$ cat src/hdl/sctm_pkg.sv
// Shared types and constants of the compare timer multiplexer.
package sctm_pkg;

    // Request operation codes
    localparam logic OP_SET = 1'b0;
    localparam logic OP_IRQ = 1'b1;

    // Result kinds
    localparam logic KIND_FIRE = 1'b0;
    localparam logic KIND_CMP  = 1'b1;

    // Configuration register indexes, taken from address bit REG_IDX_BIT
    localparam logic REG_ONLINE_MASK    = 1'b0;
    localparam logic REG_SLOT_GROUP_MAP = 1'b1;
    localparam int   REG_IDX_BIT        = 2;
    localparam int   APB_ADDR_W         = 3;
    localparam int   APB_DATA_W         = 32;

    // Register reset values
    localparam logic [7:0] ONLINE_MASK_RESET = 8'hFF;
    localparam logic [7:0] GROUP_MAP_RESET   = 8'h00;

    // One timer request
    typedef struct packed {
        logic        op;
        logic        group;
        logic [2:0]  slot;
        logic [31:0] delta;
        logic [31:0] now;
        logic        timer_pending;
    } req_t;

    // One result
    typedef struct packed {
        logic        kind;
        logic [2:0]  target_slot;
        logic        by_ipi;
        logic [31:0] compare_value;
        logic        last;
    } res_t;

    // Configuration seen by the sequencer
    typedef struct packed {
        logic [7:0] online_mask;
        logic [7:0] slot_group_map;
    } cfg_t;

    // Outputs of the shared compare unit
    typedef struct packed {
        logic [31:0] rel;
        logic        lt;
        logic        gt;
    } cmp_t;

endpackage

$ cat src/hdl/sctm_if.sv
// Valid/ready channel interfaces for requests and results.
interface sctm_req_if import sctm_pkg::*; ();
    logic valid;
    logic ready;
    req_t payload;

    modport source (output valid, output payload, input ready);
    modport sink (input valid, input payload, output ready);
endinterface

interface sctm_res_if import sctm_pkg::*; ();
    logic valid;
    logic ready;
    res_t payload;

    modport source (output valid, output payload, input ready);
    modport sink (input valid, input payload, output ready);
endinterface

$ cat src/hdl/sctm_ram.sv
// Generic single-write, single-read RAM with registered read data.
module sctm_ram #(
    parameter int WIDTH = 32,
    parameter int DEPTH = 16
) (
    input  logic                     clk,
    input  logic                     we,
    input  logic [$clog2(DEPTH)-1:0] waddr,
    input  logic [WIDTH-1:0]         wdata,
    input  logic                     re,
    input  logic [$clog2(DEPTH)-1:0] raddr,
    output logic [WIDTH-1:0]         rdata
);

    logic [WIDTH-1:0] mem [DEPTH];
    logic [WIDTH-1:0] rdata_reg;

    // Write port
    always_ff @(posedge clk)
    begin
        if (we)
        begin
            mem[waddr] <= wdata;
        end
    end

    // Read port; data holds while no read is issued
    always_ff @(posedge clk)
    begin
        if (re)
        begin
            rdata_reg <= mem[raddr];
        end
    end

    assign rdata = rdata_reg;

endmodule

$ cat src/hdl/sctm_apb_regs.sv
// APB configuration registers: online mask and slot-to-group map.
module sctm_apb_regs import sctm_pkg::*; (
    input  logic                  clk,
    input  logic                  rst_n,
    input  logic                  psel,
    input  logic                  penable,
    input  logic                  pwrite,
    input  logic [APB_ADDR_W-1:0] paddr,
    input  logic [APB_DATA_W-1:0] pwdata,
    output logic [APB_DATA_W-1:0] prdata,
    output logic                  pready,
    output cfg_t                  cfg
);

    logic [7:0] online_mask_reg;
    logic [7:0] group_map_reg;
    logic       wr_en;

    assign pready = 1'b1;
    assign wr_en  = psel && penable && pwrite;

    // Register writes in the access phase
    always_ff @(posedge clk or negedge rst_n)
    begin
        if (!rst_n)
        begin
            online_mask_reg <= ONLINE_MASK_RESET;
            group_map_reg   <= GROUP_MAP_RESET;
        end
        else if (wr_en)
        begin
            case (paddr[REG_IDX_BIT])
                REG_ONLINE_MASK:    online_mask_reg <= pwdata[7:0];
                REG_SLOT_GROUP_MAP: group_map_reg   <= pwdata[7:0];
                default:            online_mask_reg <= online_mask_reg;
            endcase
        end
    end

    // Read mux
    always_comb
    begin
        case (paddr[REG_IDX_BIT])
            REG_ONLINE_MASK:    prdata = APB_DATA_W'(online_mask_reg);
            REG_SLOT_GROUP_MAP: prdata = APB_DATA_W'(group_map_reg);
            default:            prdata = '0;
        endcase
    end

    assign cfg.online_mask    = online_mask_reg;
    assign cfg.slot_group_map = group_map_reg;

endmodule

$ cat src/hdl/sctm_cmp_unit.sv
// Shared wraparound compare unit: distance of an entry from now against a base distance.
module sctm_cmp_unit import sctm_pkg::*; (
    input  logic [31:0] operand,
    input  logic [31:0] now,
    input  logic [31:0] base_rel,
    output cmp_t        result
);

    logic [31:0] rel;

    // Distance ahead of now, modulo 2^32
    assign rel = operand - now;

    assign result.rel = rel;
    assign result.lt  = rel < base_rel;
    assign result.gt  = base_rel < rel;

endmodule

$ cat src/hdl/shared_compare_timer_multiplexer_unit.sv
// A set request writes the slot's new deadline and emits a compare value if it is now the
// soonest, or rescans the group if the soonest slot is postponed; an interrupt request scans
// its group. One request is worked at a time, and each scan reads one table entry per cycle,
// unless a result stall holds it, from the deadline RAM into the one shared compare unit.
// Reset is asynchronous and active low; the deadline table reads as empty at once through
// per-entry valid flops, the soonest slots clear to zero, and no clearing pass is needed.
module shared_compare_timer_multiplexer_unit import sctm_pkg::*; #(
    parameter int NUM_SLOTS  = 8,
    parameter int NUM_GROUPS = 2
) (
    input  logic                  clk,
    input  logic                  rst_n,
    sctm_req_if.sink              req,
    sctm_res_if.source            res,
    input  logic                  psel,
    input  logic                  penable,
    input  logic                  pwrite,
    input  logic [APB_ADDR_W-1:0] paddr,
    input  logic [APB_DATA_W-1:0] pwdata,
    output logic [APB_DATA_W-1:0] prdata,
    output logic                  pready
);

    localparam int SW    = $clog2(NUM_SLOTS);
    localparam int CW    = $clog2(NUM_SLOTS + 1);
    localparam int GW    = (NUM_GROUPS > 1) ? $clog2(NUM_GROUPS) : 1;
    localparam int DEPTH = NUM_GROUPS * NUM_SLOTS;
    localparam int AW    = $clog2(DEPTH);

    localparam logic [2:0] ST_IDLE    = 3'd0;
    localparam logic [2:0] ST_SET_RDP = 3'd1;
    localparam logic [2:0] ST_SET_RDC = 3'd2;
    localparam logic [2:0] ST_SET_DEC = 3'd3;
    localparam logic [2:0] ST_SCAN    = 3'd4;
    localparam logic [2:0] ST_FLUSH   = 3'd5;

    function automatic logic [AW-1:0] ent_addr(input logic [GW-1:0] g, input logic [SW-1:0] i);
        ent_addr = AW'(int'(g) * NUM_SLOTS + int'(i));
    endfunction

    cfg_t cfg;
    cmp_t cmp;

    // Control state
    logic [2:0]       state_reg, state_next;
    logic             hold_valid_reg, hold_valid_next;
    logic             out_valid_reg, out_valid_next;
    logic             dv_reg, dv_next;
    logic [DEPTH-1:0] valid_reg;
    logic [SW-1:0]    soonest_reg [NUM_GROUPS];

    // Request context and scan payload
    logic             op_reg, op_next;
    logic [GW-1:0]    g_reg, g_next;
    logic [SW-1:0]    slot_reg, slot_next;
    logic [31:0]      now_reg, now_next;
    logic [31:0]      stamp_reg, stamp_next;
    logic [31:0]      stamp_rel_reg, stamp_rel_next;
    logic             prev_nz_reg, prev_nz_next;
    logic             prev_sooner_reg, prev_sooner_next;
    logic             found_reg, found_next;
    logic [SW-1:0]    best_reg, best_next;
    logic [31:0]      best_val_reg, best_val_next;
    logic [31:0]      best_rel_reg, best_rel_next;
    logic [CW-1:0]    iss_reg, iss_next;
    logic [SW-1:0]    di_reg, di_next;
    logic             rvalid_reg;
    res_t             hold_reg, hold_next;
    res_t             out_reg, out_next;

    // Memory and update strobes
    logic             ram_we, ram_re;
    logic [AW-1:0]    ram_waddr, ram_raddr, clr_addr;
    logic [31:0]      ram_rdata, tab_data;
    logic             valid_clr;
    logic             soon_we;
    logic [SW-1:0]    soon_wdata;
    logic             push_en;
    res_t             push_data;
    logic             out_load;
    res_t             out_data;

    // Decode helpers
    logic             acc, out_free;
    logic [SW-1:0]    cur_slot;
    logic [31:0]      mask_sh, map_sh, map_in_sh, sum;
    logic             di_online;
    logic [GW-1:0]    di_group;
    logic             elig, expired, better, scan_done, stall;

    sctm_apb_regs u_regs (
        .clk     (clk),
        .rst_n   (rst_n),
        .psel    (psel),
        .penable (penable),
        .pwrite  (pwrite),
        .paddr   (paddr),
        .pwdata  (pwdata),
        .prdata  (prdata),
        .pready  (pready),
        .cfg     (cfg)
    );

    sctm_ram #(
        .WIDTH (32),
        .DEPTH (DEPTH)
    ) u_table (
        .clk   (clk),
        .we    (ram_we),
        .waddr (ram_waddr),
        .wdata (stamp_reg),
        .re    (ram_re),
        .raddr (ram_raddr),
        .rdata (ram_rdata)
    );

    // Entries never written since reset, or cleared on expiry, read as no event
    assign tab_data = rvalid_reg ? ram_rdata : '0;

    sctm_cmp_unit u_cmp (
        .operand  (tab_data),
        .now      (now_reg),
        .base_rel ((state_reg == ST_SCAN) ? best_rel_reg : stamp_rel_reg),
        .result   (cmp)
    );

    assign req.ready     = (state_reg == ST_IDLE);
    assign acc           = req.valid && req.ready;
    assign res.valid     = out_valid_reg;
    assign res.payload   = out_reg;
    assign out_free      = !out_valid_reg || res.ready;
    assign cur_slot      = soonest_reg[g_reg];
    assign sum           = req.payload.now + req.payload.delta;
    assign map_in_sh     = 32'(cfg.slot_group_map) >> req.payload.slot;

    // Per-slot attributes of the entry under scan; slots past eight are offline, group 0
    assign mask_sh       = 32'(cfg.online_mask) >> di_reg;
    assign map_sh        = 32'(cfg.slot_group_map) >> di_reg;
    assign di_online     = mask_sh[0];
    assign di_group      = (NUM_GROUPS > 1) ? GW'(map_sh[0]) : '0;

    assign scan_done     = !dv_reg && (32'(iss_reg) == NUM_SLOTS);
    assign elig          = dv_reg && di_online && (tab_data != '0)
                           && (op_reg == OP_SET || di_group == g_reg);
    assign expired       = elig && (op_reg == OP_IRQ) && cmp.rel[31];
    assign better        = elig && !expired && (!found_reg || cmp.lt);

    // Sequencer
    always_comb
    begin
        state_next       = state_reg;
        hold_valid_next  = hold_valid_reg;
        out_valid_next   = out_valid_reg;
        dv_next          = dv_reg;
        op_next          = op_reg;
        g_next           = g_reg;
        slot_next        = slot_reg;
        now_next         = now_reg;
        stamp_next       = stamp_reg;
        stamp_rel_next   = stamp_rel_reg;
        prev_nz_next     = prev_nz_reg;
        prev_sooner_next = prev_sooner_reg;
        found_next       = found_reg;
        best_next        = best_reg;
        best_val_next    = best_val_reg;
        best_rel_next    = best_rel_reg;
        iss_next         = iss_reg;
        di_next          = di_reg;
        hold_next        = hold_reg;
        out_next         = out_reg;
        ram_we           = 1'b0;
        ram_waddr        = ent_addr(g_reg, slot_reg);
        ram_re           = 1'b0;
        ram_raddr        = ent_addr(g_reg, slot_reg);
        valid_clr        = 1'b0;
        clr_addr         = ent_addr(g_reg, di_reg);
        soon_we          = 1'b0;
        soon_wdata       = slot_reg;
        push_en          = 1'b0;
        push_data        = '0;
        out_load         = 1'b0;
        out_data         = hold_reg;
        stall            = 1'b0;

        case (state_reg)
            ST_IDLE:
            begin
                if (acc && (32'(req.payload.slot) < NUM_SLOTS))
                begin
                    op_next        = req.payload.op;
                    slot_next      = SW'(req.payload.slot);
                    now_next       = req.payload.now;
                    stamp_next     = (sum == '0) ? 32'd1 : sum;
                    stamp_rel_next = (sum == '0) ? req.payload.delta + 32'd1
                                                 : req.payload.delta;
                    found_next     = 1'b0;
                    iss_next       = '0;
                    dv_next        = 1'b0;
                    if (req.payload.op == OP_SET)
                    begin
                        g_next     = (NUM_GROUPS > 1) ? GW'(req.payload.group) : '0;
                        state_next = ST_SET_RDP;
                    end
                    else if (req.payload.timer_pending)
                    begin
                        g_next     = (NUM_GROUPS > 1) ? GW'(map_in_sh[0]) : '0;
                        state_next = ST_SCAN;
                    end
                end
            end

            ST_SET_RDP:
            begin
                ram_re     = 1'b1;
                ram_raddr  = ent_addr(g_reg, slot_reg);
                state_next = ST_SET_RDC;
            end

            ST_SET_RDC:
            begin
                // Previous deadline of this slot is on the read port now
                prev_nz_next     = (tab_data != '0);
                prev_sooner_next = cmp.lt;
                ram_re           = 1'b1;
                ram_raddr        = ent_addr(g_reg, cur_slot);
                state_next       = ST_SET_DEC;
            end

            ST_SET_DEC:
            begin
                ram_we    = 1'b1;
                ram_waddr = ent_addr(g_reg, slot_reg);
                if (slot_reg == cur_slot && prev_nz_reg && prev_sooner_reg)
                begin
                    // Soonest slot postponed: rescan the group for the new soonest
                    found_next    = 1'b1;
                    best_next     = slot_reg;
                    best_val_next = stamp_reg;
                    best_rel_next = stamp_rel_reg;
                    iss_next      = '0;
                    dv_next       = 1'b0;
                    state_next    = ST_SCAN;
                end
                else if (tab_data == '0 || cmp.gt)
                begin
                    soon_we                 = 1'b1;
                    soon_wdata              = slot_reg;
                    push_en                 = 1'b1;
                    push_data.kind          = KIND_CMP;
                    push_data.compare_value = stamp_rel_reg[31]
                                              ? now_reg + 32'(stamp_rel_reg[5:0])
                                              : stamp_reg;
                    state_next              = ST_FLUSH;
                end
                else
                begin
                    state_next = ST_IDLE;
                end
            end

            ST_SCAN:
            begin
                if (!scan_done)
                begin
                    stall = expired && hold_valid_reg && !out_free;
                    if (!stall)
                    begin
                        if (expired)
                        begin
                            valid_clr             = 1'b1;
                            push_en               = 1'b1;
                            push_data.kind        = KIND_FIRE;
                            push_data.target_slot = 3'(di_reg);
                            push_data.by_ipi      = (di_reg != slot_reg);
                        end
                        if (better)
                        begin
                            found_next    = 1'b1;
                            best_next     = di_reg;
                            best_val_next = tab_data;
                            best_rel_next = cmp.rel;
                        end
                        if (32'(iss_reg) < NUM_SLOTS)
                        begin
                            ram_re    = 1'b1;
                            ram_raddr = ent_addr(g_reg, SW'(iss_reg));
                            di_next   = SW'(iss_reg);
                            iss_next  = iss_reg + CW'(1);
                            dv_next   = 1'b1;
                        end
                        else
                        begin
                            dv_next = 1'b0;
                        end
                    end
                end
                else if (found_reg)
                begin
                    stall = hold_valid_reg && !out_free;
                    if (!stall)
                    begin
                        soon_we                 = 1'b1;
                        soon_wdata              = best_reg;
                        push_en                 = 1'b1;
                        push_data.kind          = KIND_CMP;
                        push_data.compare_value = best_rel_reg[31]
                                                  ? now_reg + 32'(best_rel_reg[5:0])
                                                  : best_val_reg;
                        state_next              = ST_FLUSH;
                    end
                end
                else
                begin
                    state_next = ST_FLUSH;
                end
            end

            ST_FLUSH:
            begin
                // Release the held result as the final one of this request
                if (!hold_valid_reg)
                begin
                    state_next = ST_IDLE;
                end
                else if (out_free)
                begin
                    out_load        = 1'b1;
                    out_data        = hold_reg;
                    out_data.last   = 1'b1;
                    hold_valid_next = 1'b0;
                    state_next      = ST_IDLE;
                end
            end

            default:
            begin
                state_next = ST_IDLE;
            end
        endcase

        // A new result moves the held one on, which is then known not to be last
        if (push_en)
        begin
            if (hold_valid_reg)
            begin
                out_load      = 1'b1;
                out_data      = hold_reg;
                out_data.last = 1'b0;
            end
            hold_next       = push_data;
            hold_valid_next = 1'b1;
        end

        // Output register
        if (out_load)
        begin
            out_valid_next = 1'b1;
            out_next       = out_data;
        end
        else if (res.ready)
        begin
            out_valid_next = 1'b0;
        end
    end

    // Control registers
    always_ff @(posedge clk or negedge rst_n)
    begin
        if (!rst_n)
        begin
            state_reg      <= ST_IDLE;
            hold_valid_reg <= 1'b0;
            out_valid_reg  <= 1'b0;
            dv_reg         <= 1'b0;
            valid_reg      <= '0;
            for (int k = 0; k < NUM_GROUPS; k++)
            begin
                soonest_reg[k] <= '0;
            end
        end
        else
        begin
            state_reg      <= state_next;
            hold_valid_reg <= hold_valid_next;
            out_valid_reg  <= out_valid_next;
            dv_reg         <= dv_next;
            if (ram_we)
            begin
                valid_reg[ram_waddr] <= 1'b1;
            end
            if (valid_clr)
            begin
                valid_reg[clr_addr] <= 1'b0;
            end
            if (soon_we)
            begin
                soonest_reg[g_reg] <= soon_wdata;
            end
        end
    end

    // Payload registers
    always_ff @(posedge clk)
    begin
        op_reg          <= op_next;
        g_reg           <= g_next;
        slot_reg        <= slot_next;
        now_reg         <= now_next;
        stamp_reg       <= stamp_next;
        stamp_rel_reg   <= stamp_rel_next;
        prev_nz_reg     <= prev_nz_next;
        prev_sooner_reg <= prev_sooner_next;
        found_reg       <= found_next;
        best_reg        <= best_next;
        best_val_reg    <= best_val_next;
        best_rel_reg    <= best_rel_next;
        iss_reg         <= iss_next;
        di_reg          <= di_next;
        hold_reg        <= hold_next;
        out_reg         <= out_next;
        if (ram_re)
        begin
            rvalid_reg <= valid_reg[ram_raddr];
        end
    end

`ifndef SYNTHESIS
    // No result is left held once the sequencer is back in idle.
    a_idle_hold_empty: assert property (@(posedge clk) disable iff (!rst_n)
        state_reg == ST_IDLE |-> !hold_valid_reg)
        else $error("held result left over in idle");

    // The deadline table is written only when a set request decides.
    a_write_in_decide: assert property (@(posedge clk) disable iff (!rst_n)
        ram_we |-> state_reg == ST_SET_DEC)
        else $error("table write outside set decision");

    // A rescan after a postponed soonest slot always has a candidate.
    a_set_scan_found: assert property (@(posedge clk) disable iff (!rst_n)
        (state_reg == ST_SCAN && op_reg == OP_SET) |-> found_reg)
        else $error("set rescan without candidate");

    // The soonest slot written back is always a real slot.
    a_soonest_range: assert property (@(posedge clk) disable iff (!rst_n)
        soon_we |-> 32'(soon_wdata) < NUM_SLOTS)
        else $error("soonest slot out of range");

    // An expired entry is cleared in the same cycle its fire result is pushed.
    a_fire_clears: assert property (@(posedge clk) disable iff (!rst_n)
        (push_en && push_data.kind == KIND_FIRE) |-> valid_clr)
        else $error("fire result without clearing its entry");
`endif

endmodule
$ cat src/flat_wrapper.sv
// flat-port wrapper written by rule: the top's interface ports become plain ports
module shared_compare_timer_multiplexer_unit_flat import sctm_pkg::*;
#(
    parameter int NUM_SLOTS  = 8,
    parameter int NUM_GROUPS = 2
)
  (clk, rst_n, psel, penable, pwrite, paddr, pwdata, prdata, pready, req_valid, req_payload, req_ready, res_valid, res_payload, res_ready);
  sctm_req_if req_i ();
  sctm_res_if res_i ();
  input  logic clk;
  input  logic rst_n;
  input  logic psel;
  input  logic penable;
  input  logic pwrite;
  input  logic [APB_ADDR_W-1:0] paddr;
  input  logic [APB_DATA_W-1:0] pwdata;
  output logic [APB_DATA_W-1:0] prdata;
  output logic pready;
  input wire logic [$bits(req_i.valid)-1:0] req_valid;
  input wire logic [$bits(req_i.payload)-1:0] req_payload;
  output wire logic [$bits(req_i.ready)-1:0] req_ready;
  output wire logic [$bits(res_i.valid)-1:0] res_valid;
  output wire logic [$bits(res_i.payload)-1:0] res_payload;
  input wire logic [$bits(res_i.ready)-1:0] res_ready;
  assign req_i.valid = req_valid;
  assign req_i.payload = req_payload;
  assign req_ready = req_i.ready;
  assign res_valid = res_i.valid;
  assign res_payload = res_i.payload;
  assign res_i.ready = res_ready;
  shared_compare_timer_multiplexer_unit #(.NUM_SLOTS(NUM_SLOTS), .NUM_GROUPS(NUM_GROUPS)) u_core (.clk(clk), .rst_n(rst_n), .req(req_i), .res(res_i), .psel(psel), .penable(penable), .pwrite(pwrite), .paddr(paddr), .pwdata(pwdata), .prdata(prdata), .pready(pready));
endmodule
$ cat config.mk
export PLATFORM = sky130hd
export DESIGN_NAME = shared_compare_timer_multiplexer_unit_flat
export DESIGN_NICKNAME = d
export VERILOG_FILES = /design/src/hdl/sctm_pkg.sv /design/src/hdl/sctm_if.sv /design/src/hdl/sctm_ram.sv /design/src/hdl/sctm_apb_regs.sv /design/src/hdl/sctm_cmp_unit.sv /design/src/hdl/shared_compare_timer_multiplexer_unit.sv /design/src/flat_wrapper.sv
export SDC_FILE = /design/constraint.sdc
export NUM_CORES = 1
export LEC_CHECK = 0
export BUFFER_PORTS_ARGS = -buffer_cell sky130_fd_sc_hd__buf_2
export CAP_MARGIN = 25
export CORE_MARGIN = 1
export CORE_UTILIZATION = 55
export CTS_BUF_LIST = sky130_fd_sc_hd__clkbuf_8
export CTS_CLUSTER_DIAMETER = 120
export CTS_CLUSTER_SIZE = 20
export DETAILED_ROUTE_END_ITERATION = 8
export HOLD_SLACK_MARGIN = 0.15
export PLACE_DENSITY = 0.73
export SETUP_SLACK_MARGIN = 0.02
export SLEW_MARGIN = 20
export SYNTH_ARGS = -nofsm -noshare
export SYNTH_HDL_FRONTEND = slang
export SYNTH_SLANG_ARGS = --single-unit
$ cat constraint.sdc
create_clock -name clk -period 19.2 [get_ports clk]
set_input_delay 4.8 -clock clk [delete_from_list [all_inputs] [get_ports clk]]
set_output_delay 4.8 -clock clk [all_outputs]
set_load 0.05 [all_outputs]
==> results of run 1 <==
[final cells by class]
class                   instances  area [µm²]  share of cell area
flip-flops and latches        842       25070              0.5890
multi-input cells            2112       14140              0.3322
well taps                     950        1189             0.02792
repair buffers                181        1042             0.02448
clock buffers                  50       688.2             0.01616
inverters                      84       315.3            0.007406
clock inverters                23       117.6            0.002763
diodes                          1       2.502          0.00005878
[placed cells by master, fill, tap and decap left out, types with 50 or more instances in the layout]
master,instances
xnor2_1,72
nand2_1,432
nand3_1,128
buf_2,132
o21ai_0,143
inv_1,102
clkbuf_8,50
and2_1,70
ha_1,109
a21oi_1,88
xor2_1,50
o22ai_1,131
nor2_1,81
edfxtp_1,798
mux2i_1,156
[power by group]
part / leakage [nW] / internal, mW / switching, mW
sequential: 7.72 / 2.36 / 0.211
clock: 0.483 / 0.245 / 0.547
combinational: 7.31 / 0.832 / 1.53
total: 15.5 / 3.43 / 2.29
[final timing paths]
path                                                  end  slack [ns]  depth (start not counted)
max reg2reg                       u_core.best_val_reg[21]       11.05                         26
max in group asynchronous             u_core.valid_reg[9]       14.71                          1
min                                u_core.res.payload[23]        0.43                          0
min reg2reg                        u_core.res.payload[23]        0.43                          0
min in group asynchronous  u_core.u_regs.group_map_reg[0]        4.08                          1
max                                             prdata[5]        8.81                          3
[through the flow]
| step | power, mW | setup WS (ns) | area, µm² | std cells | hold WS (ns) |
|---|---|---|---|---|---|
| 3_5_place_dp | 4.935 | 8.800 | 41750 | 4167 | 0.4054 |
| 5_1_grt | 5.995 | 8.772 | 42570 | 4243 | 0.4355 |
| 6_report | 5.719 | 8.806 | 42570 | 4243 | 0.4303 |
| 2_1_floorplan | 4.171 | 8.738 | 40120 | 3231 | 0.4003 |
| 3_3_place_gp | 4.854 | 8.831 | 41730 | 4166 | 0.4028 |
| 4_1_cts | 5.710 | 8.802 | 42550 | 4240 | 0.4335 |
[per-layer routing]
| metal | vias up | GRT usage |
|---|---|---|
| met4 | 4 | 0.08619 |
| met3 | 187 | 0.03344 |
| met5 | - | 0 |
| li1 | 12160 | - |
| met2 | 1440 | 0.4635 |
| met1 | 13700 | 0.4119 |
[cells by family (layout without fill, tap and decap cells)]
logic type	count (synthesis)	after routing	share of synthesized area
AOI/OAI and AO/OA	690	690	0.1139
xor gates and xnor gates	122	122	0.02669
adders and majority gates	113	113	0.03606
buffers and inverters	277	338	0.02888
DFF	842	842	0.6263
muxes	189	189	0.04938
other	2	26	0.0001876
and+or+nand+nor	973	973	0.1186
==> results.yml, run 1 <==
status:
  status: "finished clean"
clock_tree:
  cts_tree: "built"
  insertion_delay_ns: 0.72
  cts_made_buffers: 48
  cts_resized: 0
  root_buffer: "clkbuf_8"
  clockBufferDepth: 3
  path_clk_slew_ns: 0.12
  cts.htree.levels: 2
  cts_hold_buf: 0
  clock_sinks: 842
  post_cts_buffers: 0
route:
  viasPerCell: 6.478
  met3_wirelength_um: 9314
  routed.top_layer: "met5"
  drt-met1-wl_um: 44840
  drt-pass1-iter-count: 5
  postRouteAntennaNets: 0
  vias: 27490
  drc: 0
  routedWlPerCell_um: 25.67
  wirelength_um: 108900
  dr.first_iter.drc_count: 3281
  wl_met2_um: 51700
layout:
  fill_cells: 5654
  area_growth_pct: 6.335
  drive_gt1_frac: 0.1069
  largest_reg_flops: 512
  layout.nets: 3494
  post-route-util: 0.5935
floorplan:
  die_w_um: 271.8
  dieHeight_um: 271.8
  core_area_mm2: 0.07173
  dieArea_mm2: 0.07388
  rows: 98
  initial_core_util: 0.5581
  io_pins: 185
worst_setup_path:
  max_stage_delay_ns: 0.37
  crit_top_cell: "buf_2"
  cp_cell_sequence: "buf_2, mux2_2, buf_2"
  cp-startpoint: "paddr[2]"
  cp_max_fo: 10
  cp-start-kind: "input port"
  crit_buf_inv: 2
  crit_slowest_cell: "mux2_2"
  endpoint_kind: "output pin"
  crit_family: "buffers and inverters"
  worstPathArrival_ns: 5.59
  critical_path_required_ns: 14.40
  worstSetupPathType: "input port to output pin"
  rr_startpoint: "u_core.rvalid_reg"
logic_synthesis:
  synth_top_area_frac: 0.5985
  syn_area_per_cell_um2: 12.48
  ys_seq_elements: 842
  synth_warnings: 0
  synth.most_common_cell: "edfxtp_1"
  yosys.area.top_type: "edfxtp_1"
  synthArstFlopShare: 0.05226
  synth_top_cells_by_area: "edfxtp_1, nand2_1, mux2i_1"
  synth-edff-count: 798
  synthesis.instances: 3208
  ys_types: 89
  synth_common_cells: "edfxtp_1, nand2_1, mux2i_1"
  synth_area_mm2: 0.04004
  ys.flop_type: "edfxtp_1"
  ys_seq_area_frac: 0.6263
timing:
  final.setup.tns_ns: 0
  maxClockFrequency_mhz: 96.21
  fin_worst_skew_ns: 0.06178
  setup_viol: 0
  tightestPinTransition_ns: 1.070
  min_period_ns: 10.39
  hold_viol: 0
  fin_crit_sh: 0.5413
  rsz0062_at_grt: "false"
  final_max_slew_viol_count: 0
  relSlewSlack: 0.2869
global_routing:
  grt_max_degree: 89
  overflow: 0
  grt_pass1_wl_um: 159800
  grt_pass1_vias: 25630
  antenna_found_initial: 4
  grt_usage: 0.2876
worst_hold_path:
  hold_start: "u_core.hold_reg[23]"
  hold_path.class: "flop to flop"
power_and_ir_drop:
  ir_worst_vdd_uv: 98.53
  leakagePower_nw: 15.52
  powerDensity_mw_per_mm2: 134.3
placement:
  port_buffers: 133
  dp_hpwl_um: 71190
  gp_congestion: 0.9400
flow_run:
  cap_violations: 0
(Power assumes the default switching activity.)
==> run 2: changes to the inputs <==
==> constraint.sdc (replaced) <==
create_clock -name clk -period 10.8 [get_ports clk]
set_input_delay 2.7 -clock clk [delete_from_list [all_inputs] [get_ports clk]]
set_output_delay 2.7 -clock clk [all_outputs]
set_load 0.05 [all_outputs]
==> run 2 against run 1 <==
Global-route usage fell by 0.19 points. Clock power rose by 76%. Hold slack improved by 0.0065 ns. Routed wire length fell by 1.4%.
==> results.yml, run 2 (same netlist as run 1, synthesis figures left out) <==
power_and_ir_drop:
  powerDensity_mw_per_mm2: 239.3
  ir_worst_vdd_uv: 169.5
  leakagePower_nw: 15.53
route:
  wirelength_um: 107400
  drt-pass1-iter-count: 6
  routedWlPerCell_um: 25.33
  drc: 0
  dr.first_iter.drc_count: 3222
  viasPerCell: 6.458
  vias: 27390
  postRouteAntennaNets: 0
layout:
  layout.nets: 3495
  final_cell_mix: "edfxtp_1, nand2_1, mux2i_1"
  drive_gt1_frac: 0.1067
  largest_reg_flops: 512
  area_growth_pct: 6.466
  layout_commonest_cell: "edfxtp_1"
worst_hold_path:
  hold_path.class: "flop to flop"
  hold_end: "u_core.res.payload[36]"
  min_path_cells: 0
  hold_start: "u_core.hold_reg[36]"
worst_setup_path:
  cp_max_fo: 37
  rr_startpoint: "u_core.rvalid_reg"
  endpoint_kind: "flop"
  critical_path_required_ns: 11.21
  cp-start-kind: "flop"
  ff2ff_path_depth: 26
  worstPathArrival_ns: 8.38
  reg2reg_to: "u_core.best_val_reg[18]"
  max_stage_delay_ns: 0.69
  r2r_slack_ns: 2.82
  worstSetupPathType: "flop to flop"
  crit_slowest_cell: "edfxtp_1"
timing:
  rsz0062_at_grt: "false"
  relSlewSlack: 0.3035
  final.setup.tns_ns: 0
  tightestPinTransition_ns: 1.042
  hold_ws_ns: 0.4369
  min_period_ns: 7.976
  fin_worst_skew_ns: 0.03174
  hold_viol: 0
  maxClockFrequency_mhz: 125.4
  fin_crit_sh: 0.7385
  final_max_slew_viol_count: 0
  setup_viol: 0
floorplan:
  core_area_mm2: 0.07173
  initial_core_util: 0.5581
  io_pins: 185
  dieHeight_um: 271.8
  dieArea_mm2: 0.07388
  die_w_um: 271.8
  rows: 98
placement:
  port_buffers: 133
  gp_congestion: 0.9469
  dp_hpwl_um: 70140
clock_tree:
  cts_made_buffers: 48
  path_clk_slew_ns: 0.12
  cts.htree.levels: 2
  root_buffer: "clkbuf_8"
  clockBufferDepth: 3
  cts_resized: 0
  cts_hold_buf: 0
  cts_tree: "built"
  post_cts_buffers: 0
  insertion_delay_ns: 0.72
  clock_sinks: 842
global_routing:
  grt_pass1_vias: 26060
  grt_max_degree: 84
  grt_usage: 0.2857
  overflow: 0
  grt_pass1_wl_um: 159200
  antenna_found_initial: 2
status:
  status: "finished clean"
flow_run:
  cap_violations: 0
[run 2: cell count changes in the layout (fill, tap and decap cells not counted), sizes merged]
cell / previous run / this run
buf: 180 / 182
clkinv: 4 / 2
clkinvlp: 0 / 1
clkbuf: 51 / 48
inv: 103 / 104
[run 2: how the worst max path moves through the flow]
stage	start	cells after the start	slack (ns)	end
2_1_floorplan	u_core.rvalid_reg	25	0.34	u_core.best_reg[0]
3_3_place_gp	u_core.rvalid_reg	25	2.69	u_core.best_val_reg[17]
3_5_place_dp	u_core.rvalid_reg	26	2.76	u_core.best_val_reg[20]
4_1_cts	u_core.rvalid_reg	26	2.70	u_core.best_val_reg[16]
5_1_grt	u_core.rvalid_reg	26	2.52	u_core.best_val_reg[26]
6_report	u_core.rvalid_reg	26	2.82	u_core.best_val_reg[18]
[run 2: power by group]
| group | leakage, nW | total, mW | internal [mW] | switching (mW) |
|---|---|---|---|---|
| logic | 7.34 | 4.26 | 1.49 | 2.77 |
| registers | 7.72 | 4.55 | 4.19 | 0.363 |
| clock network | 0.470 | 1.39 | 0.424 | 0.968 |
[run 2: worst max-delay path, delay by kind of cell, from the launching register on]
kind,cells,cell delay [ns]
adders and majority gates,3,0.96
AOI/OAI and AO/OA,11,3.21
buffers and inverters,3,0.54
xor gates and xnor gates,1,0.19
DFF,1,0.69
and+or+nand+nor,8,2.04
[run 2: metrics by stage]
step	cells	util	area (µm²)	worst slack, ns	total power [mW]
floorplan	3231	-	40120	0.3376	7.415
global placement	4166	0.5819	41740	2.689	8.640
detailed placement	4168	0.5825	41790	2.755	8.785
CTS	4239	0.5936	42580	2.703	10.14
global route	4242	0.5942	42620	2.519	10.68
finish	4242	0.5942	42620	2.824	10.20
[run 2: per-layer routing]
layer	vias to the layer above	share of wire	global-route usage
met2	1384	0.47	0.4549
met1	13630	0.41	0.4060
li1	12160	-	-
met4	2	0.036	0.1011
met3	215	0.087	0.03600
met5	-	0.000074	0
[run 2: cell type report]
class,count,area (µm²)
multi-input combinational,2112,14140
sequential,842,25070
clock buffer,48,660.6
timing repair buffer,182,1109
inverter,84,315.3
clock inverter,23,131.4
tap,950,1189
antenna,1,2.502
fill,5537,29110
